File: src/rtl/core/hcpm_pkg.sv
// Shared types and constants for the heating-curve PI mixer controller.
package hcpm_pkg;

   localparam int HCPM_FROST_THRESHOLD = 30;

   localparam int TEMP_W      = 12;
   localparam int ROOM_W      = 9;
   localparam int DRIVE_W     = 15;
   localparam int CSR_IDX_W   = 3;
   localparam int CSR_DATA_W  = 16;

   localparam logic [DRIVE_W-1:0]       DRIVE_MAX   = 15'd25600;
   localparam logic [DRIVE_W-1:0]       DRIVE_RESET = 15'd12800;
   localparam logic signed [TEMP_W-1:0] SP_PUMP_MIN = 12'sd200;
   localparam logic signed [10:0]       HYST_BAND   = 11'sd10;

   typedef enum logic [CSR_IDX_W-1:0] {
      REG_CURVE_SLOPE    = 3'd0,
      REG_CURVE_OFFSET   = 3'd1,
      REG_SETBACK        = 3'd2,
      REG_FLOW_MIN       = 3'd3,
      REG_FLOW_MAX       = 3'd4,
      REG_PROP_GAIN      = 3'd5,
      REG_INTEGRAL_GAIN  = 3'd6,
      REG_HEAT_START     = 3'd7
   } hcpm_reg_type;

   // One strobe per datapath step
   typedef struct packed {
      logic capture;
      logic slope_mul;
      logic setpoint;
      logic clamp;
      logic p_mul;
      logic i_mul;
      logic drive;
   } hcpm_cmd_type;

endpackage

File: src/rtl/core/hcpm_ifs.sv
// Handshake channel interfaces: input items, result items, register writes.
interface hcpm_req_if import hcpm_pkg::*; ();
   logic                     valid;
   logic                     ready;
   logic signed [TEMP_W-1:0] outdoor_temp;
   logic signed [TEMP_W-1:0] outdoor_average;
   logic signed [TEMP_W-1:0] flow_temp;
   logic [ROOM_W-1:0]        room_setpoint;
   logic                     reduced_mode;
   logic                     party_active;

   modport source (output valid, outdoor_temp, outdoor_average, flow_temp,
                   room_setpoint, reduced_mode, party_active, input ready);
   modport sink   (input valid, outdoor_temp, outdoor_average, flow_temp,
                   room_setpoint, reduced_mode, party_active, output ready);
endinterface

interface hcpm_rsp_if import hcpm_pkg::*; ();
   logic                     valid;
   logic                     ready;
   logic signed [TEMP_W-1:0] flow_setpoint;
   logic [DRIVE_W-1:0]       valve_position;
   logic                     pump_on;

   modport source (output valid, flow_setpoint, valve_position, pump_on, input ready);
   modport sink   (input valid, flow_setpoint, valve_position, pump_on, output ready);
endinterface

interface hcpm_csr_if import hcpm_pkg::*; ();
   logic                  valid;
   logic                  ready;
   logic [CSR_IDX_W-1:0]  index;
   logic [CSR_DATA_W-1:0] data;

   modport source (output valid, index, data, input ready);
   modport sink   (input valid, index, data, output ready);
endinterface

File: src/rtl/core/hcpm_ctrl.sv
// Step sequencer: walks one item through the datapath and owns the result valid flag.
module hcpm_ctrl import hcpm_pkg::*; (
   input  logic         clock,
   input  logic         reset,
   input  logic         req_valid,
   output logic         req_ready,
   output logic         rsp_valid,
   input  logic         rsp_ready,
   output hcpm_cmd_type cmd
);

   typedef enum logic [2:0] {
      ST_IDLE,
      ST_SLOPE,
      ST_SETPT,
      ST_CLAMP,
      ST_PMUL,
      ST_IMUL,
      ST_DRIVE
   } state_type;

   state_type state_ff, state_in;
   logic      rsp_valid_ff, rsp_valid_in;
   logic      out_free;

   // result slot is free when empty or being drained this cycle
   assign out_free  = !rsp_valid_ff || rsp_ready;
   assign req_ready = (state_ff == ST_IDLE);
   assign rsp_valid = rsp_valid_ff;

   always_comb begin
      cmd          = '0;
      state_in     = state_ff;
      rsp_valid_in = rsp_valid_ff && !rsp_ready;
      case (state_ff)
         ST_IDLE: begin
            if (req_valid) begin
               cmd.capture = 1'b1;
               state_in    = ST_SLOPE;
            end
         end
         ST_SLOPE: begin
            cmd.slope_mul = 1'b1;
            state_in      = ST_SETPT;
         end
         ST_SETPT: begin
            cmd.setpoint = 1'b1;
            state_in     = ST_CLAMP;
         end
         ST_CLAMP: begin
            cmd.clamp = 1'b1;
            state_in  = ST_PMUL;
         end
         ST_PMUL: begin
            cmd.p_mul = 1'b1;
            state_in  = ST_IMUL;
         end
         ST_IMUL: begin
            cmd.i_mul = 1'b1;
            state_in  = ST_DRIVE;
         end
         ST_DRIVE: begin
            if (out_free) begin
               cmd.drive    = 1'b1;
               rsp_valid_in = 1'b1;
               state_in     = ST_IDLE;
            end
         end
         default: begin
            state_in = ST_IDLE;
         end
      endcase
   end

   always_ff @(posedge clock) begin
      if (reset) begin
         state_ff     <= ST_IDLE;
         rsp_valid_ff <= 1'b0;
      end else begin
         state_ff     <= state_in;
         rsp_valid_ff <= rsp_valid_in;
      end
   end

endmodule

File: src/rtl/core/hcpm_dp.sv
// Datapath: config registers, heating curve, setpoint clamp, velocity PI, pump logic.
module hcpm_dp import hcpm_pkg::*; #(
   parameter int FROST_THRESHOLD = HCPM_FROST_THRESHOLD
) (
   input  logic                     clock,
   input  logic                     reset,
   input  hcpm_cmd_type             cmd,
   input  logic                     csr_we,
   input  logic [CSR_IDX_W-1:0]     csr_index,
   input  logic [CSR_DATA_W-1:0]    csr_data,
   input  logic signed [TEMP_W-1:0] in_outdoor_temp,
   input  logic signed [TEMP_W-1:0] in_outdoor_average,
   input  logic signed [TEMP_W-1:0] in_flow_temp,
   input  logic [ROOM_W-1:0]        in_room_setpoint,
   input  logic                     in_reduced_mode,
   input  logic                     in_party_active,
   output logic signed [TEMP_W-1:0] flow_setpoint,
   output logic [DRIVE_W-1:0]       valve_position,
   output logic                     pump_on
);

   localparam logic signed [TEMP_W-1:0] FROST_C = TEMP_W'(FROST_THRESHOLD);

   // configuration
   logic [10:0]        slope_ff;
   logic signed [9:0]  offset_ff;
   logic [8:0]         setback_ff;
   logic signed [11:0] fmin_ff, fmax_ff;
   logic [15:0]        kp_ff, ki_ff;
   logic signed [9:0]  start_ff;

   // captured item
   logic signed [TEMP_W-1:0] outdoor_ff, average_ff, flow_ff;
   logic [ROOM_W-1:0]        room_ff;
   logic                     setback_on_ff;

   // work registers
   logic signed [12:0] diff_ff, diff_in;
   logic signed [24:0] curve_ff, curve_in;
   logic signed [16:0] sp_raw_ff, sp_raw_in;
   logic signed [11:0] sp_ff, sp_in;
   logic signed [12:0] err_ff, err_in;
   logic signed [30:0] p_term_ff, p_term_in;
   logic signed [29:0] i_term_ff, i_term_in;

   // controller state
   logic signed [12:0]  prev_err_ff;
   logic [DRIVE_W-1:0]  prev_drive_ff, drive_in;
   logic                pump_ff, pump_in;

   logic signed [TEMP_W-1:0] flow_setpoint_ff;
   logic [DRIVE_W-1:0]       valve_position_ff;

   logic signed [25:0] rounded;
   logic signed [16:0] sp_sum;
   logic signed [13:0] derr;
   logic signed [32:0] y_sum;
   logic signed [10:0] start_hi;

   always_comb begin
      diff_in  = $signed({4'b0, in_room_setpoint}) - 13'(in_outdoor_temp);
      curve_in = 25'(diff_ff) * 25'($signed({1'b0, slope_ff}));

      // round half up to 0.1 degC, floor shift
      rounded  = 26'(curve_ff) + 26'sd128;
      sp_sum   = rounded[24:8] + $signed({8'b0, room_ff}) + 17'(offset_ff);
      sp_raw_in = setback_on_ff ? sp_sum - $signed({8'b0, setback_ff}) : sp_sum;

      if (sp_raw_ff < 17'(fmin_ff)) begin
         sp_in = fmin_ff;
      end else if (sp_raw_ff > 17'(fmax_ff)) begin
         sp_in = fmax_ff;
      end else begin
         sp_in = sp_raw_ff[11:0];
      end
      err_in = 13'(sp_in) - 13'(flow_ff);

      derr      = 14'(err_ff) - 14'(prev_err_ff);
      p_term_in = 31'(derr) * 31'($signed({1'b0, kp_ff}));
      i_term_in = 30'(err_ff) * 30'($signed({1'b0, ki_ff}));

      y_sum = $signed({18'b0, prev_drive_ff}) + 33'(p_term_ff) + 33'(i_term_ff);
      if (y_sum <= 33'sd0) begin
         drive_in = '0;
      end else if (y_sum >= $signed({18'b0, DRIVE_MAX})) begin
         drive_in = DRIVE_MAX;
      end else begin
         drive_in = y_sum[DRIVE_W-1:0];
      end

      start_hi = 11'(start_ff) + HYST_BAND;
      if (12'(average_ff) < 12'(start_ff) && sp_ff > SP_PUMP_MIN) begin
         pump_in = 1'b1;
      end else if (12'(average_ff) > 12'(start_hi)) begin
         pump_in = 1'b0;
      end else if (outdoor_ff < FROST_C) begin
         pump_in = 1'b1;
      end else begin
         pump_in = pump_ff;
      end
   end

   always_ff @(posedge clock) begin
      if (reset) begin
         slope_ff      <= 11'd256;
         offset_ff     <= 10'sd0;
         setback_ff    <= 9'd100;
         fmin_ff       <= 12'sd200;
         fmax_ff       <= 12'sd450;
         kp_ff         <= 16'd256;
         ki_ff         <= 16'd26;
         start_ff      <= 10'sd150;
         prev_err_ff   <= '0;
         prev_drive_ff <= DRIVE_RESET;
         pump_ff       <= 1'b0;
      end else begin
         if (csr_we) begin
            case (hcpm_reg_type'(csr_index))
               REG_CURVE_SLOPE:   slope_ff   <= csr_data[10:0];
               REG_CURVE_OFFSET:  offset_ff  <= csr_data[9:0];
               REG_SETBACK:       setback_ff <= csr_data[8:0];
               REG_FLOW_MIN:      fmin_ff    <= csr_data[11:0];
               REG_FLOW_MAX:      fmax_ff    <= csr_data[11:0];
               REG_PROP_GAIN:     kp_ff      <= csr_data;
               REG_INTEGRAL_GAIN: ki_ff      <= csr_data;
               REG_HEAT_START:    start_ff   <= csr_data[9:0];
               default: begin
               end
            endcase
         end
         if (cmd.drive) begin
            prev_err_ff   <= err_ff;
            prev_drive_ff <= drive_in;
            pump_ff       <= pump_in;
         end
      end
   end

   always_ff @(posedge clock) begin
      if (cmd.capture) begin
         outdoor_ff    <= in_outdoor_temp;
         average_ff    <= in_outdoor_average;
         flow_ff       <= in_flow_temp;
         room_ff       <= in_room_setpoint;
         setback_on_ff <= in_reduced_mode && !in_party_active;
         diff_ff       <= diff_in;
      end
      if (cmd.slope_mul) begin
         curve_ff <= curve_in;
      end
      if (cmd.setpoint) begin
         sp_raw_ff <= sp_raw_in;
      end
      if (cmd.clamp) begin
         sp_ff  <= sp_in;
         err_ff <= err_in;
      end
      if (cmd.p_mul) begin
         p_term_ff <= p_term_in;
      end
      if (cmd.i_mul) begin
         i_term_ff <= i_term_in;
      end
      if (cmd.drive) begin
         flow_setpoint_ff  <= sp_ff;
         valve_position_ff <= drive_in;
      end
   end

   assign flow_setpoint  = flow_setpoint_ff;
   assign valve_position = valve_position_ff;
   assign pump_on        = pump_ff;

endmodule

File: src/rtl/core/heating_curve_pi_mixer_control.sv
// Top level: weather-compensated flow setpoint with velocity PI mixing-valve drive.
//
// One item per sensor tick yields exactly one result: the clamped flow setpoint,
// the valve drive in 1/256 % (0..25600, anti-windup clamped) and the pump enable.
// An item passes from acceptance to the result register through the controller's
// step sequence (curve multiply, setpoint, clamp, P multiply, I multiply, drive
// update); the next item is accepted only once the sequencer is back in idle after
// the drive update, so items are not overlapped. A
// result waiting in the output register does not block the next item's work; the
// final step holds only if the previous result is still untaken. Register writes
// are taken every cycle and must only come while the block is idle.
module heating_curve_pi_mixer_control import hcpm_pkg::*; #(
   parameter int FROST_THRESHOLD = HCPM_FROST_THRESHOLD
) (
   input  logic        clock,
   input  logic        reset,
   hcpm_req_if.sink    req,
   hcpm_rsp_if.source  rsp,
   hcpm_csr_if.sink    csr
);

   hcpm_cmd_type cmd;
   logic         req_ready;
   logic         rsp_valid;

   assign req.ready = req_ready;
   assign rsp.valid = rsp_valid;
   assign csr.ready = 1'b1;

   hcpm_ctrl u_ctrl (
      .clock     (clock),
      .reset     (reset),
      .req_valid (req.valid),
      .req_ready (req_ready),
      .rsp_valid (rsp_valid),
      .rsp_ready (rsp.ready),
      .cmd       (cmd)
   );

   hcpm_dp #(
      .FROST_THRESHOLD (FROST_THRESHOLD)
   ) u_dp (
      .clock              (clock),
      .reset              (reset),
      .cmd                (cmd),
      .csr_we             (csr.valid),
      .csr_index          (csr.index),
      .csr_data           (csr.data),
      .in_outdoor_temp    (req.outdoor_temp),
      .in_outdoor_average (req.outdoor_average),
      .in_flow_temp       (req.flow_temp),
      .in_room_setpoint   (req.room_setpoint),
      .in_reduced_mode    (req.reduced_mode),
      .in_party_active    (req.party_active),
      .flow_setpoint      (rsp.flow_setpoint),
      .valve_position     (rsp.valve_position),
      .pump_on            (rsp.pump_on)
   );

endmodule

File: src/flat_wrapper.sv
// flat-port wrapper written by rule: the top's interface ports become plain ports
module heating_curve_pi_mixer_control_flat import hcpm_pkg::*;
#(
   parameter int FROST_THRESHOLD = HCPM_FROST_THRESHOLD
)
  (clock, reset, req_valid, req_outdoor_temp, req_outdoor_average, req_flow_temp, req_room_setpoint, req_reduced_mode, req_party_active, req_ready, rsp_valid, rsp_flow_setpoint, rsp_valve_position, rsp_pump_on, rsp_ready, csr_valid, csr_index, csr_data, csr_ready);
  hcpm_req_if req_i ();
  hcpm_rsp_if rsp_i ();
  hcpm_csr_if csr_i ();
  input  logic clock;
  input  logic reset;
  input wire logic [$bits(req_i.valid)-1:0] req_valid;
  input wire logic [$bits(req_i.outdoor_temp)-1:0] req_outdoor_temp;
  input wire logic [$bits(req_i.outdoor_average)-1:0] req_outdoor_average;
  input wire logic [$bits(req_i.flow_temp)-1:0] req_flow_temp;
  input wire logic [$bits(req_i.room_setpoint)-1:0] req_room_setpoint;
  input wire logic [$bits(req_i.reduced_mode)-1:0] req_reduced_mode;
  input wire logic [$bits(req_i.party_active)-1:0] req_party_active;
  output wire logic [$bits(req_i.ready)-1:0] req_ready;
  output wire logic [$bits(rsp_i.valid)-1:0] rsp_valid;
  output wire logic [$bits(rsp_i.flow_setpoint)-1:0] rsp_flow_setpoint;
  output wire logic [$bits(rsp_i.valve_position)-1:0] rsp_valve_position;
  output wire logic [$bits(rsp_i.pump_on)-1:0] rsp_pump_on;
  input wire logic [$bits(rsp_i.ready)-1:0] rsp_ready;
  input wire logic [$bits(csr_i.valid)-1:0] csr_valid;
  input wire logic [$bits(csr_i.index)-1:0] csr_index;
  input wire logic [$bits(csr_i.data)-1:0] csr_data;
  output wire logic [$bits(csr_i.ready)-1:0] csr_ready;
  assign req_i.valid = req_valid;
  assign req_i.outdoor_temp = req_outdoor_temp;
  assign req_i.outdoor_average = req_outdoor_average;
  assign req_i.flow_temp = req_flow_temp;
  assign req_i.room_setpoint = req_room_setpoint;
  assign req_i.reduced_mode = req_reduced_mode;
  assign req_i.party_active = req_party_active;
  assign req_ready = req_i.ready;
  assign rsp_valid = rsp_i.valid;
  assign rsp_flow_setpoint = rsp_i.flow_setpoint;
  assign rsp_valve_position = rsp_i.valve_position;
  assign rsp_pump_on = rsp_i.pump_on;
  assign rsp_i.ready = rsp_ready;
  assign csr_i.valid = csr_valid;
  assign csr_i.index = csr_index;
  assign csr_i.data = csr_data;
  assign csr_ready = csr_i.ready;
  heating_curve_pi_mixer_control #(.FROST_THRESHOLD(FROST_THRESHOLD)) u_core (.clock(clock), .reset(reset), .req(req_i), .rsp(rsp_i), .csr(csr_i));
endmodule
File: config.mk
export PLATFORM = sky130hd
export DESIGN_NAME = heating_curve_pi_mixer_control_flat
export DESIGN_NICKNAME = d
export VERILOG_FILES = /design/src/rtl/core/hcpm_pkg.sv /design/src/rtl/core/hcpm_ifs.sv /design/src/rtl/core/hcpm_ctrl.sv /design/src/rtl/core/hcpm_dp.sv /design/src/rtl/core/heating_curve_pi_mixer_control.sv /design/src/flat_wrapper.sv
export SDC_FILE = /design/constraint.sdc
export NUM_CORES = 2
export LEC_CHECK = 0
export BUFFER_PORTS_ARGS = -buffer_cell sky130_fd_sc_hd__buf_2
export CAP_MARGIN = 30
export CORE_AREA = 2 2 257 259
export CTS_BUF_LIST = sky130_fd_sc_hd__clkbuf_2 sky130_fd_sc_hd__clkbuf_4 sky130_fd_sc_hd__clkbuf_8
export DETAILED_ROUTE_END_ITERATION = 16
export DIE_AREA = 0 0 259 261
export HOLD_SLACK_MARGIN = 0.15
export PLACE_DENSITY = 0.77
export SLEW_MARGIN = 5
export SYNTH_ARGS = -nofsm -noshare
export SYNTH_HDL_FRONTEND = slang
export SYNTH_SLANG_ARGS = --single-unit
File: constraint.sdc
create_clock -name clock -period 12.1 [get_ports clock]
set_clock_uncertainty 0.2 [all_clocks]
set_input_delay 1.815 -clock clock [delete_from_list [all_inputs] [get_ports clock]]
set_output_delay 1.815 -clock clock [all_outputs]
set_load 0.05 [all_outputs]
==> impl_metrics.toml <==
[outcome]
outcome = "complete, no violations"

[worst_setup_path]
timing.critical_path.slowest_cell_delay_ns = 0.62
crit_fanout = 18
critical_path.most_common_cell = "fa_1"
r2r_cells = 32
worstPathRequired_ns = 12.40
r2r-end = "u_core.u_dp.p_term_ff[29]"
cp.arrival_ns = 9.74
r2r_slack_ns = 2.67
critPathKind = "reg -> reg"
rr_startpoint = "u_core.u_dp.err_ff[0]"
end_kind = "flop"
crit_buf_inv = 4
cp-start-kind = "flop"
cp_slowest_cell = "edfxtp_1"
cp_top_family = "adder cells"

[synth]
ys_ff_latch = 335
synth_ff_type = "edfxtp_1"
synth_cell_types = 85
syn_nets = 5105
ys_seq_area_share_pct = 22.73
async_flop_share_pct = 0
syn_area_um2 = 38570
yosys_warnings = 0
synth_edf_count = 206
synthCells = 4114
postSynthAreaPerCell_um2 = 9.376

[power]
irDropWorstVdd_mv = 0.1509
combinationalPowerShare_pct = 35.7
powerDensity_nw_per_um2 = 96.49
internal_power_w = 0.002554
p_switching_w = 0.001422
clock_power_share_pct = 29.6
swShare_pct = 35.76
seq_power_share_pct = 34.7
power_leakage_nw = 19.27

[floorplanning]
rows = 94
fp.dieH_um = 261
fp.dieW_um = 259
initial_core_util_pct = 59.31
dieArea_um2 = 67600
coreArea_um2 = 65040
num_io_pins = 102

[layout]
utilization_pct = 63.36
fin_nets = 5150
area_growth_syn_to_layout_pct = 6.831
fin_cells = 5078
fill_cells = 5323
drive_gt1_share_pct = 7.647

[timing]
setup_violations = 0
fmax_mhz = 106.0
slew_violations = 0
rsz0062_at_grt = "no"
post-route-period-util_pct = 77.97
hold_viol_final = 0
slew-limit-headroom_pct = 26.31
worst_pin_slew_ns = 1.095
setup_tns_ns = 0
fin_crit_ns = 9.434

[global_route]
grt-ovfl-total = 0
grt_util_all_layers_pct = 28.15
grt_start_max_net_pins = 72
grt_pass1_wl_um = 151700
antenna_found_initial = 5
grt_pass1_vias = 29630

[routing]
wl_met1_um = 37580
firstDrtPassIters = 6
vias = 28590
postRouteWirelength_um = 92740
route.met3.wl_um = 6026
routed-wl-met2_um = 45700
drt_iter0_markers = 1836
wl_per_cell_um = 18.26
avgViaCountPerCell = 5.629
drc = 0
ant_nets = 0
highest_layer = "met5"

[cts]
h-tree-depth = 2
cts-root-buf = "clkbuf_8"
cts-resized-gates = 0
path_clk_slew_ns = 0.06
cts_tree = "built"
holdBufCountCts = 0
clockBufferDepth = 3
insertion_delay_ns = 0.71
postCtsSetupBuffers = 0
clock-sinks = 335
cts_buffers = 60

[place]
numPortBuffers = 100
gp_congestion = 0.9290
dp.cells = 4958
dp_hpwl_um = 73410

[worst_hold_path]
worstHoldPathCells = 2
min_to = "u_core.u_dp.offset_ff[2]"
min_from = "u_core.u_dp.offset_ff[2]"
holdCritPathClass = "reg -> reg"

[run]
cap_violations = 0
logic make-up after synthesis:
group | share of synthesized area (%)
AO/OA/AOI/OAI | 8.836
XOR/XNOR | 3.561
adder cells (fa/ha/maj) | 39.24
buffers and inverters | 8.203
flip-flops | 22.73
multiplexers | 1.022
other | 0.009721
AND/OR/NAND/NOR | 16.40
final cells by class:
cell class / count / area [um2] / share of cell area, %
antenna: 3 / 7.507 / 0.01822
clock buffer: 89 / 1094 / 2.654
clock inverter: 25 / 249.0 / 0.6042
inverter: 675 / 2534 / 6.148
multi-input combinational: 2947 / 26670 / 64.73
sequential: 335 / 8768 / 21.28
tap: 864 / 1081 / 2.623
timing repair buffer: 140 / 803.3 / 1.949
power by group through the flow:
stage | clock network, W | registers [W] | logic (W)
3_5_place_dp | 0 | 0.00140 | 0.00141
6_report | 0.00118 | 0.00138 | 0.00142
4_1_cts | 0.00119 | 0.00138 | 0.00142
3_3_place_gp | 0 | 0.00140 | 0.00137
5_1_grt | 0.00125 | 0.00138 | 0.00160
2_1_floorplan | 0 | 0.00136 | 0.00107
flip-flops by register name (all words and copies together), names as in the netlist, 11 cells and up:
name	count
u_core.u_dp.curve_ff	18
u_core.u_dp.kp_ff	16
u_core.u_dp.flow_ff	12
u_core.u_dp.sp_raw_ff	17
u_core.u_dp.fmin_ff	12
u_core.u_dp.valve_position	15
u_core.u_dp.average_ff	12
u_core.u_dp.flow_setpoint	12
u_core.u_dp.sp_ff	12
u_core.u_dp.err_ff	13
u_core.u_dp.slope_ff	11
u_core.u_dp.prev_drive_ff	15
u_core.u_dp.i_term_ff	30
u_core.u_dp.ki_ff	16
u_core.u_dp.prev_err_ff	13
u_core.u_dp.p_term_ff	31
u_core.u_dp.fmax_ff	12
u_core.u_dp.diff_ff	13
u_core.u_dp.outdoor_ff	11
cells in the mapped netlist, types with 14 or more instances:
| master | number | area share (%) |
|---|---|---|
| inv_1 | 675 | 6.6 |
| nand2_1 | 595 | 5.8 |
| fa_1 | 483 | 25 |
| ha_1 | 437 | 14 |
| and2_1 | 215 | 3.5 |
| a21oi_1 | 207 | 2.7 |
| edfxtp_1 | 206 | 16 |
| nor2_1 | 166 | 1.6 |
| clkbuf_1 | 129 | 1.3 |
| dfxtp_1 | 129 | 6.7 |
| xnor2_1 | 98 | 2.2 |
| o21ai_0 | 84 | 1.1 |
| nor2b_1 | 62 | 1.0 |
| xor2_1 | 57 | 1.3 |
| nor3_1 | 47 | 0.61 |
| nand3_1 | 40 | 0.52 |
| a21o_1 | 39 | 0.76 |
| nand2b_1 | 38 | 0.62 |
| nand3b_1 | 28 | 0.54 |
| mux2i_1 | 27 | 0.70 |
| nand4_1 | 24 | 0.39 |
| o21a_1 | 24 | 0.47 |
| a21boi_0 | 18 | 0.35 |
| and3_1 | 17 | 0.28 |
| o21bai_1 | 16 | 0.31 |
| a211o_1 | 15 | 0.34 |
| o211ai_1 | 14 | 0.27 |
per-layer routing:
layer / track usage (%) / up-vias
li1: - / 13390
met2: 48.80 / 891
met5: 0 / -
met3: 4.084 / 191
met4: 10.37 / 6
met1: 35.99 / 14110
through the flow:
| stage | hold slack (ns) | instance area (um2) | setup slack (ns) | power [W] |
|---|---|---|---|---|
| after floorplan | 0.2267 | 38570 | 3.312 | 0.002428 |
| after global placement | 0.2306 | 39840 | 2.925 | 0.002773 |
| after detailed placement | 0.2454 | 39840 | 2.688 | 0.002808 |
| after CTS | 0.2547 | 41180 | 2.672 | 0.003993 |
| after global routing | 0.2728 | 41210 | 1.896 | 0.004227 |
| final | 0.2548 | 41210 | 2.666 | 0.003976 |
worst register-to-register path: cells and delay by family (launching register included):
family                     cells  cell delay (ns)
buffers and inverters          4             0.42
DFF                            1             0.62
and+or+nand+nor                5             1.02
adders and majority gates      9             4.12
xor gates and xnor gates       1             0.18
AOI/OAI and AO/OA             13             2.73
cells in the final DEF, fill, tap and decap left out, types with 10 or more instances in the layout:
master | netlist | routed
inv_1 | 675 | 674
nand3_1 | 40 | 39
and2_1 | 215 | 214
o211ai_1 | 14 | 14
nand2_1 | 595 | 595
nor2_1 | 166 | 163
a21oi_1 | 207 | 207
or3_1 | 10 | 10
edfxtp_1 | 206 | 206
ha_1 | 437 | 437
nand2b_1 | 38 | 38
buf_2 | 8 | 99
o21bai_1 | 16 | 16
xor2_1 | 57 | 57
nand4_1 | 24 | 24
a21o_1 | 39 | 39
clkbuf_4 | 0 | 21
buf_4 | 1 | 41
nor3_1 | 47 | 47
o21a_1 | 24 | 24
a211o_1 | 15 | 15
and3_1 | 17 | 17
dfxtp_1 | 129 | 129
or2_2 | 13 | 13
nand3b_1 | 28 | 28
clkbuf_8 | 0 | 68
a21boi_0 | 18 | 18
nor4_1 | 13 | 13
o21ai_0 | 84 | 83
fa_1 | 483 | 483
mux2i_1 | 27 | 27
mux2_2 | 11 | 11
nor2b_1 | 62 | 62
a211oi_1 | 13 | 13
nor4_2 | 10 | 10
xnor2_1 | 98 | 98
worst max-delay path by stage:
stage               cells past startpoint                  start                   endpoint  slack [ns]
floorplan                              34  u_core.u_dp.err_ff[1]  u_core.u_dp.p_term_ff[29]        3.31
global placement                       32  u_core.u_dp.err_ff[0]  u_core.u_dp.p_term_ff[29]        2.93
detailed placement                     32  u_core.u_dp.err_ff[0]  u_core.u_dp.p_term_ff[29]        2.69
CTS                                    32  u_core.u_dp.err_ff[0]  u_core.u_dp.p_term_ff[29]        2.67
global route                           32  u_core.u_dp.err_ff[0]  u_core.u_dp.p_term_ff[29]        1.90
finish                                 32  u_core.u_dp.err_ff[0]  u_core.u_dp.p_term_ff[29]        2.67
Power figures use the tool's default switching activity.
